===== src/sv/scd_pkg.sv =====
// Shared types and constants for the SMA crossover detector.
// No dependencies; used by every module of the block except scd_ring.
`timescale 1ns / 1ps

package scd_pkg;

  localparam int unsigned CFG_W       = 9;
  localparam int unsigned CFG_IDX_W   = 2;
  localparam int unsigned IN_TDATA_W  = 32;
  localparam int unsigned SIG_W       = 2;
  localparam int unsigned OUT_TDATA_W = 8;

  // Register indexes on the config port
  localparam logic [CFG_IDX_W-1:0] REG_FAST_LEN = 2'd0;
  localparam logic [CFG_IDX_W-1:0] REG_SLOW_LEN = 2'd1;

  localparam logic [CFG_W-1:0] FAST_LEN_RST = 9'd5;
  localparam logic [CFG_W-1:0] SLOW_LEN_RST = 9'd20;

  typedef enum logic [1:0] {
    REL_EQUAL = 2'd0,
    REL_BELOW = 2'd1,
    REL_ABOVE = 2'd2
  } rel_e;

  typedef enum logic [SIG_W-1:0] {
    SIG_HOLD = 2'd0,
    SIG_BUY  = 2'd1,
    SIG_SELL = 2'd2
  } signal_e;

  // Accumulator stage control
  typedef struct packed {
    logic load;
    logic restart;
    logic sub_fast;
    logic sub_slow;
  } sum_ctl_t;

  // Multiply / compare stage control
  typedef struct packed {
    logic mul_en;
    logic out_en;
    logic full;
    logic restart;
  } rel_ctl_t;

endpackage


===== src/sv/scd_relate.sv =====
// Cross-product compare of the two means and crossing decision.
// Depends on scd_pkg (rel_ctl_t, rel_e, signal_e).
`timescale 1ns / 1ps

module scd_relate #(
  parameter int unsigned SUM_W = 41,
  parameter int unsigned LEN_W = 9
) (
  input  logic               clk_i,
  input  logic               rst_ni,
  input  scd_pkg::rel_ctl_t  ctl_i,
  input  logic [SUM_W-1:0]   fast_total_i,
  input  logic [SUM_W-1:0]   slow_total_i,
  input  logic [LEN_W-1:0]   fast_len_i,
  input  logic [LEN_W-1:0]   slow_len_i,
  output scd_pkg::signal_e   signal_o
);

  localparam int unsigned PROD_W = SUM_W + LEN_W;

  logic [PROD_W-1:0] prod_fast_q;
  logic [PROD_W-1:0] prod_slow_q;
  logic              full_q;
  scd_pkg::rel_e     prev_q;
  scd_pkg::rel_e     cur;
  scd_pkg::signal_e  signal_q, signal_d;

  // fast_total/fast_len vs slow_total/slow_len without division
  always_ff @(posedge clk_i) begin
    if (ctl_i.mul_en) begin
      prod_fast_q <= PROD_W'(fast_total_i) * PROD_W'(slow_len_i);
      prod_slow_q <= PROD_W'(slow_total_i) * PROD_W'(fast_len_i);
      full_q      <= ctl_i.full;
    end
  end

  always_comb begin
    if (prod_fast_q < prod_slow_q) begin
      cur = scd_pkg::REL_BELOW;
    end else if (prod_fast_q > prod_slow_q) begin
      cur = scd_pkg::REL_ABOVE;
    end else begin
      cur = scd_pkg::REL_EQUAL;
    end
    signal_d = scd_pkg::SIG_HOLD;
    if (full_q) begin
      if (prev_q == scd_pkg::REL_BELOW && cur == scd_pkg::REL_ABOVE) begin
        signal_d = scd_pkg::SIG_BUY;
      end else if (prev_q == scd_pkg::REL_ABOVE && cur == scd_pkg::REL_BELOW) begin
        signal_d = scd_pkg::SIG_SELL;
      end
    end
  end

  always_ff @(posedge clk_i or negedge rst_ni) begin
    if (!rst_ni) begin
      prev_q   <= scd_pkg::REL_EQUAL;
      signal_q <= scd_pkg::SIG_HOLD;
    end else if (ctl_i.restart) begin
      prev_q <= scd_pkg::REL_EQUAL;
    end else if (ctl_i.out_en) begin
      signal_q <= signal_d;
      if (full_q) begin
        prev_q <= cur;
      end
    end
  end

  assign signal_o = signal_q;

endmodule


===== config.mk =====
export PLATFORM = sky130hd
export DESIGN_NAME = scd_relate
export DESIGN_NICKNAME = d
export VERILOG_FILES = /design/src/sv/scd_pkg.sv /design/src/sv/scd_relate.sv
export SDC_FILE = /design/constraint.sdc
export NUM_CORES = 2
export LEC_CHECK = 0
export ABC_AREA = 1
export BUFFER_PORTS_ARGS = -buffer_cell sky130_fd_sc_hd__buf_2
export CORE_AREA = 2 2 241 290
export CTS_CLUSTER_SIZE = 25
export DETAILED_ROUTE_END_ITERATION = 7
export DIE_AREA = 0 0 243 292
export GPL_TIMING_DRIVEN = 0
export SLEW_MARGIN = 5
export SYNTH_ARGS = -nofsm -noshare
export SYNTH_HDL_FRONTEND = slang
export SYNTH_SLANG_ARGS = --single-unit

===== constraint.sdc =====
create_clock -name clk_i -period 1.6 [get_ports clk_i]
set_input_delay 0.16 -clock clk_i [delete_from_list [all_inputs] [get_ports clk_i]]
set_output_delay 0.16 -clock clk_i [all_outputs]
set_load 0.02 [all_outputs]

==> run metrics <==
outcome=finished with violations; failing checks=negative setup slack; total gr overflow=0; Clock Tree Buf Depth=2; clock-pin slew on the worst setup and hold paths=70 ps; largest net degree at the start of global routing=73; I/O pins=108; Period minus WS final=4090 ps; dominant cell type by area after synthesis=fa_1; Sink Count=105; row count=105; Max-Cap Viols=0; WL final=101 mm; post-synthesis cell count=4258; vias in the first global route=27.8k; DRT iter0 DRCs=1248; count of cell types in the netlist=36; synth cell count leaders=inv_1 (1330), nand2_1 (1278), fa_1 (548); crit path capture type=flop; Fin Setup TNS=-203700 ps; Detail Route Antenna Nets=0; sequential fraction of the synthesis area=10.3%; CTS tree=built; synth top area cells=fa_1 (36%), inv_1 (16%), nand2_1 (16%), edfxtp_1 (10%), ha_1 (7.8%); die footprint=71000 sq um; startpoint types=input pin; r2r worst-path depth=9; Tot GR Track Use=28.2%; Ys Warns=0; first drt pass iteration count=5; hold_sp=ctl_i[0]; Post-synth EDFFs=101; fin worst setup slack=-2490 ps; synthesized area=30400 sq um; worst-margin pin slew=444 ps; Yosys reg bits=105; RSZ-0062 raised after global routing=yes; share of the synthesized area in the top cell type=36.1%; Slew Limit Fails=0; Clock Latency Late Sink=360 ps; endpoints failing hold=0; relative slew slack=70.4%; Avg Cell Area, Syn=7.13 sq um; global placer's final weighted congestion=0.962; period utilization=256%; # setup viols final=98; Fmax=245 MHz; Area Growth Syn to Fin=32.1%; top-count cell post-synth=inv_1; via count=26.5k; routed length per instance=18.8 microns; worst path required time=1680 ps; crit path DAT=4170 ps; Hold Path Depth=4; Reg2Reg Launch Point=prod_fast_q[25]; Num CTS Buffers=9; DP HPWL=80.8 mm; diode count=0; layout cell share with drive strength beyond 1=28.3%; IO buf count=7; crit path kind=in2reg; worst min-delay path class=in2reg; Post-Syn Nets=5102; Hold Crit Endpoint=prev_q[1]; Die Span X=243 microns; nets=5309; H-tree levels=3; vias per cell=4.93; Die H=292 microns; Most used DFF post-synth=edfxtp_1; Worst Clk Skew=6.21 ps; Starting Density=44.6%; Core ar.=68100 sq um; critical path peak fanout=8; DRC errors left=0; reg-to-reg setup timing slack=-580 ps; global-route wire length before repair=154 mm; clock root cell=clkbuf_16; initial antenna violation count=0; Worst R2R End=signal_o[0]; FFs w/ async S/R, synth=3.81%
-- through the flow --
step,hold slack [ps],worst slack [ps],instance area (sq um),utilization [%],cells
final,70.8,-2490,40100,58.9,5379
after global routing,94.8,-2580,40100,58.9,5379
after CTS,58.6,-2470,37100,54.5,5268
after detailed placement,-31.2,-3300,34000,49.9,5175
after global placement,-29.8,-3340,33900,49.9,5174
after floorplan,-136,-2330,32800,-,4258
-- placed cells by master (no fill, tap or decap), types with 29 or more instances in the layout --
cell type	netlist	layout
clkbuf_2	0	67
nand2_2	21	211
inv_1	1330	1200
nand2_1	1278	974
nand3_2	9	29
nand4_1	31	31
ha_1	190	107
nand3_1	88	54
inv_2	2	129
nand2_4	3	111
nor2_2	6	37
ha_4	0	79
buf_6	0	37
clkbuf_16	0	58
buf_4	0	116
edfxtp_1	101	101
a21oi_4	0	51
nor2_4	2	71
nor2_1	160	60
a21oi_1	133	42
buf_12	0	29
a21oi_2	2	42
fa_1	548	537
-- cell families after synthesis --
group	synth area share, %
AO/OA/AOI/OAI	3.95
adder cells (fa/ha/maj)	44.0
XOR/XNOR	1.56
AND/OR/NAND/NOR	21.6
flip-flops	10.3
buffers and inverters	18.6
-- worst max-delay path, stage by stage --
cell and delay, ps:
clkbuf_16 160, clkbuf_16 170, nand2_4 50, fa_1 570
inv_2 50, fa_1 470, fa_1 530, inv_2 50
fa_1 570, inv_2 60, ha_4 320, nand2_4 80
buf_6 120, nor2_4 160, nand2_2 80, nand2_4 90
nand2_2 50, nand2_2 90, nand2_2 90, nand4_1 90
nand2_2 140
-- final cells by class --
cell class                 count  area (sq um)
clock inverter                 7          52.6
buffer                       172          2230
multi-input combinational   2649         26300
tap                          909          1140
inverter                    1332          5010
sequential                   105          3130
timing repair buffer         196          2020
fill                        6241         27900
clock buffer                   9           225
-- flip-flops by register name, indices dropped and copies added (netlist names) --
signal and flops:
prod_fast_q 50, prod_slow_q 50, prev_q 2, signal_o 2
full_q 1
-- worst max-delay path by stage --
stage	from	endpoint	slack, ps
2_1_floorplan	fast_len_i[0]	prod_slow_q[38]	-2330
3_3_place_gp	fast_total_i[1]	prod_fast_q[32]	-3340
3_5_place_dp	slow_len_i[7]	prod_fast_q[44]	-3300
4_1_cts	fast_len_i[0]	prod_slow_q[46]	-2470
5_1_grt	fast_len_i[8]	prod_slow_q[46]	-2580
6_report	slow_len_i[1]	prod_fast_q[47]	-2490
-- routing by layer --
| metal | global-route usage, % | up-vias | part of all wire [%] |
|---|---|---|---|
| met5 | 0 | - | 0 |
| met4 | 15.6 | 0 | 7.2 |
| met3 | 1.55 | 251 | 3.2 |
| met2 | 54.2 | 735 | 54 |
| met1 | 30.6 | 13100 | 36 |
| li1 | - | 12400 | - |
-- what timing repair did --
| action | in CTS | in global routing |
|---|---|---|
| resized for setup | 461 | 610 |
| cloned | 14 | 15 |
| pin swaps | 93 | 317 |
| hold buffers | 2 | 0 |
| setup endpoints to repair | 99 | 99 |
| buffers inserted | 61 | 96 |
| hold endpoints to repair | 5 | 0 |
Power is not shown: default switching activity piles up to over one toggle a cycle in this logic, so the estimate is an artifact.
