## src/sv/scd_pkg.sv

```systemverilog
// Shared types and constants for the SMA crossover detector.
// No dependencies; used by every module of the block except scd_ring.
`timescale 1ns / 1ps

package scd_pkg;

  localparam int unsigned CFG_W       = 9;
  localparam int unsigned CFG_IDX_W   = 2;
  localparam int unsigned IN_TDATA_W  = 32;
  localparam int unsigned SIG_W       = 2;
  localparam int unsigned OUT_TDATA_W = 8;

  // Register indexes on the config port
  localparam logic [CFG_IDX_W-1:0] REG_FAST_LEN = 2'd0;
  localparam logic [CFG_IDX_W-1:0] REG_SLOW_LEN = 2'd1;

  localparam logic [CFG_W-1:0] FAST_LEN_RST = 9'd5;
  localparam logic [CFG_W-1:0] SLOW_LEN_RST = 9'd20;

  typedef enum logic [1:0] {
    REL_EQUAL = 2'd0,
    REL_BELOW = 2'd1,
    REL_ABOVE = 2'd2
  } rel_e;

  typedef enum logic [SIG_W-1:0] {
    SIG_HOLD = 2'd0,
    SIG_BUY  = 2'd1,
    SIG_SELL = 2'd2
  } signal_e;

  // Accumulator stage control
  typedef struct packed {
    logic load;
    logic restart;
    logic sub_fast;
    logic sub_slow;
  } sum_ctl_t;

  // Multiply / compare stage control
  typedef struct packed {
    logic mul_en;
    logic out_en;
    logic full;
    logic restart;
  } rel_ctl_t;

endpackage

```

## src/sv/scd_sums.sv

```systemverilog
// Running window sums: drop the oldest price, add the newest.
// Depends on scd_pkg (sum_ctl_t).
`timescale 1ns / 1ps

module scd_sums #(
  parameter int unsigned PRICE_BITS = 32,
  parameter int unsigned SUM_W      = 41
) (
  input  logic                clk_i,
  input  logic                rst_ni,
  input  scd_pkg::sum_ctl_t   ctl_i,
  input  logic [PRICE_BITS-1:0] price_i,
  input  logic [PRICE_BITS-1:0] drop_fast_i,
  input  logic [PRICE_BITS-1:0] drop_slow_i,
  output logic [SUM_W-1:0]    fast_total_o,
  output logic [SUM_W-1:0]    slow_total_o
);

  logic [SUM_W-1:0] fast_total_q, fast_total_d;
  logic [SUM_W-1:0] slow_total_q, slow_total_d;

  always_comb begin
    fast_total_d = fast_total_q + SUM_W'(price_i)
                 - (ctl_i.sub_fast ? SUM_W'(drop_fast_i) : '0);
    slow_total_d = slow_total_q + SUM_W'(price_i)
                 - (ctl_i.sub_slow ? SUM_W'(drop_slow_i) : '0);
  end

  always_ff @(posedge clk_i or negedge rst_ni) begin
    if (!rst_ni) begin
      fast_total_q <= '0;
      slow_total_q <= '0;
    end else if (ctl_i.restart) begin
      fast_total_q <= '0;
      slow_total_q <= '0;
    end else if (ctl_i.load) begin
      fast_total_q <= fast_total_d;
      slow_total_q <= slow_total_d;
    end
  end

  assign fast_total_o = fast_total_q;
  assign slow_total_o = slow_total_q;

endmodule

```

## config.mk

```make
export PLATFORM = sky130hd
export DESIGN_NAME = scd_sums
export DESIGN_NICKNAME = d
export VERILOG_FILES = /design/src/sv/scd_pkg.sv /design/src/sv/scd_sums.sv
export SDC_FILE = /design/constraint.sdc
export NUM_CORES = 1
export LEC_CHECK = 0
export BUFFER_PORTS_ARGS = -buffer_cell sky130_fd_sc_hd__buf_2
export CORE_MARGIN = 4
export CORE_UTILIZATION = 61
export CTS_CLUSTER_DIAMETER = 150
export DETAILED_ROUTE_END_ITERATION = 10
export PLACE_DENSITY_LB_ADDON = 0.08
export REMOVE_ABC_BUFFERS = 1
export SYNTH_ARGS = -nofsm -noshare
export SYNTH_HDL_FRONTEND = slang
export SYNTH_SLANG_ARGS = --single-unit
export TNS_END_PERCENT = 50
```

## constraint.sdc

```tcl
create_clock -name clk_i -period 8 [get_ports clk_i]
set_input_delay 0.8 -clock clk_i [delete_from_list [all_inputs] [get_ports clk_i]]
set_output_delay 0.8 -clock clk_i [all_outputs]
set_load 0.005 [all_outputs]
```

==> metrics.txt, run 1 <==
Setup-failing EPs final 0; RePlAce Congestion 0.9209; Slowest Stage Delay on Critical Path just under 500 ps; worst-path fanout max 32; design area around 11000 sq um; Routed Wire Length approximately 26 mm; post-CTS sizing 0; PortBufs ~180; nets@finish 1638; Slowest cell on crit path buf_2; DR vias just under 9000; Commonest cells post-synth 260 x inv_1, 110 x nor2_1, 87 x a21oi_1, 82 x dfrtp_1, 82 x ha_1; sequential fraction of the synthesis area 0.2078; Slew Limit Fails 0; Overall Power approximately 4.7 mW; Clock Skews 7.606 ps; fmax ~220 MHz; DRC violations left 0; Diodes inserted 0; Fill cells between 1000 and 1500; Yosys top cell area share 0.2078; worst-skew pair later-pin latency 350 ps; max cap viols 0; Reg area 2052 sq um; Leak Pwr roughly 6 nW; Worst Tran Pin Value about 900 ps; synth warn 0; Sink Count 82; multi-input logic area 6675 sq um; CORE AREA between 15000 and 20000 sq um; layout cell share with drive strength beyond 1 0.1506; CP arrival 4700 ps; Post-Synthesis Cell Area between 9000 and 10000 sq um; CTS tree built; global-route congestion overflow total 0; Starting Density 0.6216; DR WL/cell around 16 um; HPWL after detailed placement between 15 and 20 mm; worst-path cell chain buf_2 > and2_1 > fa_1 > inv_1 > ha_1 > a21o_1 > a21oi_1 > o21ai_1 > nor3b_2 > a311o_2 > a311oi_2 > o31ai_1 > a211o_1 > xor2_1 > mux2i_1 > nor2_1; cell count after synthesis between 1000 and 1500; status complete, no violations; Hold Buf Count CTS 0; Worst setup SP type primary input; fin crit share 0.5622; htree depth 3; Post-synth EDFFs 0; # rows 46; die width 135.2 um; synthesized area per cell 7.989 sq um; ys async rst share 1.000; DIE AREA 18290 sq um; Detail Route Antenna Nets 0; ranking of synthesized cells by area dfrtp_1 21%, fa_1 13%, ha_1 10%, inv_1 9.9%, mux2i_1 4.8%; worst vdd ir 0.0002070 V; cell taking the most area after synthesis dfrtp_1; clock-pin slew on the worst setup and hold paths 60 ps; GRT Total Usage 0.2851; Die H approximately 140 um; area growth from synthesis to layout 13.42%; final hold vios 0; Hold WC Path Type primary input to async pin; Setup CP Type primary input to flop; RSZ-0062 raised after global routing false; synth unique cells between 50 and 60; number of global-route vias before repair a little under 9000; crit end category flop; #FFs+latches synth 82; initial antenna violation count 0; initial DRC count between 400 and 500; Final Critical Period ~4500 ps; Top FF cell, synth dfrtp_1; DR pass1 iterations 5; Rel. slew slack 0.3884; largest net degree at the start of global routing approximately 70; clock root buffer clkbuf_16; most frequent cell after synthesis inv_1; CTS Buf Count 9; deepest clock path buffer count 2; Vias/cell about 5.5; post-place instance area 10930 sq um; post-CTS repair timing setup buffer count 0; number of I/O pins about 180; setup TNS 0 ps; Worst Path Required around 8000 ps; first-pass GRT wire length roughly 42 mm; Power Density approximately 420 nW/um^2
final timing paths:
path / from / endpoint / slack [ps] / depth (start not counted)
setup / recovery: ctl_i[1] / fast_total_o[37] / 3500 / 16
max in group asynchronous: rst_ni / fast_total_o[37] / 6530 / 2
hold reg to reg: slow_total_o[31] / slow_total_o[31] / 510 / 2
min in group clk_i: slow_total_o[31] / slow_total_o[31] / 510 / 2
hold / removal: rst_ni / fast_total_o[7] / 410 / 1
setup reg to reg: slow_total_o[4] / slow_total_o[39] / 4120 / 13
worst max-delay path: cells and delay by family:
family	cells	cell delay, ps
buf+inv	2	590
xor+xnor	1	140
fa+ha+maj	2	630
simple gates	3	470
compound gates	7	1930
mux	1	130
area by class of cell:
type                            instances  area share
Sequential cell                        82      0.1832
Timing Repair Buffer                  187     0.08491
Inverter                              261     0.08748
Clock inverter                          3    0.001341
Tap cell                              216     0.02413
Multi-Input combinational cell        849      0.5960
Clock buffer                           12     0.02290
metal layers:
layer | GRT usage | part of all wire | routed length [um] | vias to the layer above
li1 | - | - | - | 4337
met1 | 0.3943 | 0.45 | 11550 | 4240
met2 | 0.4804 | 0.47 | 12150 | 280
met3 | 0.02935 | 0.057 | 1449 | 30
met4 | 0.07727 | 0.018 | 463 | 0
met5 | 0 | 0 | 0 | -
stage by stage:
step | utilization | cells | worst slack (ps) | hold slack [ps]
floorplan | - | 1192 | 4078 | 494.5
global placement | 0.6879 | 1595 | 3248 | 488.6
detailed placement | 0.6879 | 1595 | 3146 | 496.7
CTS | 0.7050 | 1610 | 3517 | 439.0
global route | 0.7050 | 1610 | 3253 | 451.5
finish | 0.7050 | 1610 | 3502 | 413.7
registers in the layout, indices dropped and copies added, names as in the netlist:
name / flops
fast_total_o: 41
slow_total_o: 41
layout by cell type, fill, tap and decap left out, drive strengths merged, types with 3 or more instances in the layout:
cell	Yosys	final
xnor2	44	44
o21bai	10	10
nor3	12	12
o21ai	48	48
xor2	29	29
nand2b	10	10
a21oi	87	87
o21a	8	8
buf	6	187
nor4	3	3
inv	261	261
nand2	58	58
clkbuf	38	12
and4	3	3
a221o	3	3
a21o	44	44
clkinv	0	3
ha	82	82
mux2i	47	47
a31oi	14	14
o31ai	12	12
o211ai	5	5
nor2	110	110
fa	64	64
and2	67	67
and3	4	4
a211oi	19	19
o2111ai	3	3
nor2b	7	7
nand3	17	17
nand4	11	11
a211o	4	4
a2111oi	3	3
dfrtp	82	82
cell families after synthesis:
family | after synthesis | synth area share
DFF | 82 | 0.2078
and+or+nand+nor | 310 | 0.1524
muxes | 47 | 0.04764
buffers and inverters | 305 | 0.1162
AOI/OAI and AO/OA | 273 | 0.1775
xor gates and xnor gates | 73 | 0.06475
adders and majority gates | 146 | 0.2337
power by group:
group / switching [mW] / internal [mW] / total (mW)
clock network: 0.180 / 0.225 / 0.404
logic: 2.01 / 1.54 / 3.54
registers: 0.138 / 0.577 / 0.715
total: 2.32 / 2.34 / 4.66
Power figures use the tool's default switching activity.
==> run 2: changes to the inputs <==
--- a/config.mk
+++ b/config.mk
@@ -7,7 +7,7 @@
 export LEC_CHECK = 0
 export BUFFER_PORTS_ARGS = -buffer_cell sky130_fd_sc_hd__buf_2
 export CORE_MARGIN = 4
-export CORE_UTILIZATION = 61
+export CORE_UTILIZATION = 52
 export CTS_CLUSTER_DIAMETER = 150
 export DETAILED_ROUTE_END_ITERATION = 10
 export PLACE_DENSITY_LB_ADDON = 0.08
==> constraint.sdc (replaced) <==
create_clock -name clk_i -period 3.65 [get_ports clk_i]
set_input_delay 0.365 -clock clk_i [delete_from_list [all_inputs] [get_ports clk_i]]
set_output_delay 0.365 -clock clk_i [all_outputs]
set_load 0.005 [all_outputs]
==> metrics.txt, run 2 (synthesis gave the netlist of run 1 again) <==
Finished Core Util 0.6753 (-0.02971); Clock Power Share 0.079 (-0.008); CP arrival 3710 ps (-990 ps); part of the power in registers 0.129 (-0.024); Setup-failing EPs final 0 (unchanged); worst-path fanout max 4 (-88%); status complete, no violations; Sw Pwr 5.645 mW (+140%); global-route congestion overflow total 0 (unchanged); Reg2Reg Launch Point fast_total_o[6]; DR pass1 iterations 5 (unchanged); CP top delay family compound AO/OA/AOI/OAI gates; htree depth 3 (unchanged); clock root buffer clkbuf_16; DIE AREA 21260 sq um (+16%); R2R Path End fast_total_o[31]; fin crit share 0.9598; GRT Total Usage 0.2631 (-0.02199); PortBufs 183 (unchanged); Slowest Stage Delay on Critical Path 490 ps (about the same); Clock Skews 14.64 ps (+7.031 ps); first-pass GRT wire length 46.30 mm (+9.9%); Sink Count 82 (unchanged); # rows 50 (+8.7%); Gate power share 0.793 (+0.033); Worst Tran Pin Value 1145 ps (+231.3 ps); Rel. slew slack 0.2337 (-0.1548); RSZ-0062 raised after global routing true; worst-path cell chain inv_1 > fa_1 > inv_1 > ha_4 > buf_4 > inv_1 > nor2_1 > o211ai_1 > nor3b_4 > a311o_2 > a31oi_4 > o31ai_4 > nand3_1 > o21ai_0 > xnor2_1 > o21ai_0; number of global-route vias before repair 9517 (+8.8%); Setup CP Type flop to flop; Detail Route Antenna Nets 0 (unchanged); Final Critical Period 3503 ps; r2r setup slk 150 ps (-3970 ps); DRC violations left 0 (unchanged); die width 145.8 um (+7.8%); DR WL/cell 15.60 um (-2.0%); Reg area 2052 sq um (unchanged); Hold Crit Depth 2; hold endpoint slow_total_o[37]; worst path bufs/invs 4 (+2); multi-input logic area 6884 sq um (+3.1%); nets@finish 1791 (+9.3%); clock-pin slew on the worst setup and hold paths 70 ps (about the same); number of I/O pins 184 (unchanged); design area 12630 sq um (+13%); deepest clock path buffer count 2 (unchanged); RePlAce Congestion 0.9291 (+0.89%); HPWL after detailed placement 22.21 mm (+12%); initial antenna violation count 0 (unchanged); Slowest cell on crit path fa_1; Worst path most repeated cell inv_1; CTS tree built; crit end category flop; layout cell share with drive strength beyond 1 0.2534 (+0.1027); CORE AREA 18710 sq um (+18%); commonest non-fill, non-tap cell in the layout inv_1; final hold vios 0 (unchanged); switching part of the total power 0.4659 (-0.03263); post-place instance area 12090 sq um (+11%); largest net degree at the start of global routing 39 (-46%); Routed Wire Length 27.79 mm (+8.5%); area growth from synthesis to layout 27.93%; Fill cells 1651 (+18%); Hold WC Path Type primary input to flop; Power Density 959.3 nW/um^2 (+130%); fmax between 200 and 300 MHz; CTS Buf Count 9 (unchanged); P_int 6.473 mW (+180%); Starting Density 0.5279 (-0.09372); initial DRC count 384 (-15%); final worst slack 146.8 ps (-3355 ps); dpl ws -308.7 ps (-3455 ps); Vias/cell 5.275 (-4.4%); Diodes inserted 0 (unchanged); Worst Path Required 3860 ps (-4340 ps); Worst setup SP type flop; most frequent cells in the layout 260 x inv_1, 180 x buf_2, 156 x buf_4; Slew Limit Fails 0 (unchanged); max cap viols 0 (unchanged); worst vdd ir 0.0004375 V (+110%); R2R depth 16 (+3); worst-skew pair later-pin latency 350 ps (about the same); Leak Pwr 6.905 nW (+13%); Die H 145.8 um (+7.8%); DR vias 9395 (+5.7%); Hold Crit Start ctl_i[2]
-- run 2: worst max path at each step --
stage | start | end | slack, ps | cells past startpoint
floorplan | drop_fast_i[1] | fast_total_o[37] | 160 | 15
global placement | ctl_i[1] | fast_total_o[37] | -270 | 14
detailed placement | ctl_i[1] | fast_total_o[37] | -310 | 14
CTS | ctl_i[0] | slow_total_o[34] | 10 | 15
global route | fast_total_o[6] | fast_total_o[31] | -50 | 16
finish | fast_total_o[6] | fast_total_o[31] | 150 | 16
-- run 2: repair_timing --
item                                   CTS  global route
hold buffers                             1             0
setup endpoints to repair                1            31
endpoints found under the hold margin    9             0
resized for setup                        2            39
pin swaps                                0            20
buffers inserted                         0             3
-- run 2: cell type report --
class	instances	share of cell area
multi-input cells	849	0.5450
repair buffers	340	0.1686
flip-flops and latches	82	0.1624
inverters	261	0.07756
well taps	234	0.02318
clock buffers	11	0.01922
clock inverters	4	0.004061
-- run 2: routing by layer --
metal / wire (um) / up-vias / global-route usage / share of wire
met4: 399 / 0 / 0.05935 / 0.014
met1: 12590 / 4499 / 0.3524 / 0.45
li1: - / 4635 / - / -
met5: 0 / - / 0 / 0
met3: 1130 / 33 / 0.03581 / 0.041
met2: 13670 / 228 / 0.4550 / 0.49
-- run 2: per-stage QoR --
stage	instances	total power [mW]	hold WS, ps	setup TNS, ps
2_1_floorplan	1192	7.423	69.41	0
3_3_place_gp	1762	10.56	213.5	-3904
3_5_place_dp	1762	10.69	214.2	-5218
4_1_cts	1778	11.75	305.1	0
5_1_grt	1781	13.36	332.7	-166.1
6_report	1781	12.12	319.1	0
-- run 2: power by group through the flow --
| stage | clock network [mW] | registers, mW | logic (mW) |
|---|---|---|---|
| final | 0.952 | 1.56 | 9.61 |
| after global routing | 1.01 | 1.61 | 10.7 |
| after CTS | 0.967 | 1.56 | 9.23 |
| after detailed placement | 0 | 1.57 | 9.11 |
| after global placement | 0 | 1.56 | 9.00 |
| after floorplan | 0 | 1.55 | 5.87 |
==> run 3: changes to the inputs <==
--- a/config.mk
+++ b/config.mk
@@ -7,7 +7,8 @@
 export LEC_CHECK = 0
 export BUFFER_PORTS_ARGS = -buffer_cell sky130_fd_sc_hd__buf_2
 export CORE_MARGIN = 4
-export CORE_UTILIZATION = 52
+export CORE_UTILIZATION = 53
+export CTS_BUF_LIST = sky130_fd_sc_hd__clkbuf_8
 export CTS_CLUSTER_DIAMETER = 150
 export DETAILED_ROUTE_END_ITERATION = 10
 export PLACE_DENSITY_LB_ADDON = 0.08
==> metrics.txt, run 3 (synthesis gave the netlist of run 1 again) <==
status complete, no violations; Sink Count 82 (unchanged); Detail Route Antenna Nets 0 (unchanged); Leak Pwr 6.913 nW (+0.12%); first-pass GRT wire length 44.81 mm (-3.2%); Fill cells 1536 (-7.0%); Die H 144.5 um (-0.90%); Hold WC Path Type primary input to async pin; Setup-failing EPs final 0 (unchanged); Slowest cell on crit path fa_1; RePlAce Congestion 0.9309 (+0.19%); clock root buffer clkbuf_8; multi-input logic area 6858 sq um (-0.38%); Gate power share 0.811 (+0.018); initial antenna violation count 0 (unchanged); initial DRC count 379 (-1.3%); deepest clock path buffer count 2 (unchanged); number of I/O pins 184 (unchanged); CP top delay family compound AO/OA/AOI/OAI gates; DIE AREA 20880 sq um (-1.8%); # rows 49 (-2.0%); fmax 284.4 MHz (-0.37%); part of the power in registers 0.130 (about the same); Worst Tran Pin Value 1123 ps (-22.76 ps); Reg area 2052 sq um (unchanged); fin crit share 0.9633 (+0.003554); switching part of the total power 0.4686 (+0.002745); worst vdd ir 0.0004769 V (+9.0%); area growth from synthesis to layout 27.14%; final hold vios 0 (unchanged); Diodes inserted 0 (unchanged); Routed Wire Length 27.88 mm (+0.34%); crit end category flop; most frequent cells in the layout 259 x inv_1, 179 x buf_2, 169 x buf_4; worst-skew pair later-pin latency 390 ps (+40 ps); worst-path cell chain inv_2 > fa_1 > inv_2 > ha_1 > a21o_1 > a21oi_2 > o21ai_1 > nor3b_2 > a311o_2 > a31oi_2 > o31ai_4 > nor2b_1 > a31oi_1 > xor2_1 > o22ai_1; dpl ws -568.8 ps (-260.1 ps); CORE AREA 18150 sq um (-3.0%); DR vias 9374 (-0.22%); Setup CP Type flop to flop; R2R depth 15 (-1); Clock Skews 18.28 ps (+3.642 ps); commonest non-fill, non-tap cell in the layout inv_1; DR pass1 iterations 5 (unchanged); GRT Total Usage 0.2679 (+0.004795); PortBufs 183 (unchanged); CP arrival 3750 ps (+40 ps); final worst slack 133.9 ps (-12.97 ps); number of cells on the critical path 15 (-1); Hold Buf Count CTS 0 (-1); htree depth 3 (unchanged); DR WL/cell 15.60 um (about the same); Slowest Stage Delay on Critical Path 490 ps (about the same); Power Density 957.8 nW/um^2 (-0.16%); Final Critical Period 3516 ps (+12.97 ps); Worst path most repeated cell inv_2; RSZ-0062 raised after global routing true; Finished Core Util 0.6918 (+0.01649); layout cell share with drive strength beyond 1 0.2606 (+0.007197); setup TNS 0 ps (unchanged); Clock Power Share 0.060 (-0.019); worst-path fanout max 4 (unchanged); DRC violations left 0 (unchanged); clock-pin slew on the worst setup and hold paths 100 ps (+30 ps); Vias/cell 5.246 (-0.56%); number of global-route vias before repair 9307 (-2.2%); Hold Slack 116.4 ps (-202.6 ps); largest net degree at the start of global routing 74 (+90%); nets@finish 1801 (+0.56%); CTS tree built; die width 144.5 um (-0.90%); Rel. slew slack 0.2489 (+0.01523); HPWL after detailed placement 21.88 mm (-1.5%); Sw Pwr 5.635 mW (-0.18%); Slew Limit Fails 0 (unchanged); global-route congestion overflow total 0 (unchanged); Overall Power 12.02 mW (-0.77%); max cap viols 0 (unchanged); P_int 6.390 mW (-1.3%); Starting Density 0.5441 (+0.01623); Worst Path Required 3880 ps (+20 ps); CTS Buf Count 9 (unchanged); Worst setup SP type flop; worst path bufs/invs 2 (-2)
## run 3: path summary, 6_finish.rpt
kind | from | end | slack (ps)
hold reg to reg | fast_total_o[31] | fast_total_o[31] | 530
min in group clk_i | ctl_i[3] | slow_total_o[30] | 350
max in group asynchronous | rst_ni | slow_total_o[8] | 2760
setup reg to reg | fast_total_o[1] | fast_total_o[27] | 130
setup / recovery | fast_total_o[1] | fast_total_o[27] | 130
hold / removal | rst_ni | fast_total_o[5] | 120
## run 3: per-layer routing
metal  GRT usage  vias up  part of all wire
li1            -     4661                 -
met1      0.3719     4423              0.45
met2      0.4540      248              0.48
met3     0.02216       42             0.052
met4     0.06873        0             0.018
met5           0        -                 0
## run 3: layout make-up
class | count | share of cell area
clock buffers | 10 | 0.01096
clock inverters | 6 | 0.004584
inverters | 261 | 0.07803
multi-input cells | 849 | 0.5462
flip-flops and latches | 82 | 0.1634
well taps | 229 | 0.02282
repair buffers | 350 | 0.1739
## run 3: power groups by stage
stage	Sequential [mW]	Clock (mW)	Combinational [mW]
2_1_floorplan	1.55	0	5.87
3_3_place_gp	1.57	0	9.12
3_5_place_dp	1.57	0	9.25
4_1_cts	1.56	0.732	9.35
5_1_grt	1.61	0.773	10.9
6_report	1.56	0.718	9.75
## run 3: through the flow
step                      instances  instance area, sq um
final                          1787                 12550
after global routing           1787                 12550
after CTS                      1780                 12330
after detailed placement       1764                 12120
after global placement         1764                 12120
after floorplan                1192                  9707
## run 3: repair_timing
item                       4_1_cts  5_1_grt
setup endpoints to repair        2       28
setup buffers                    0        7
pin swaps                        2       22
resized for setup                4       41
hold endpoints to repair         0        0
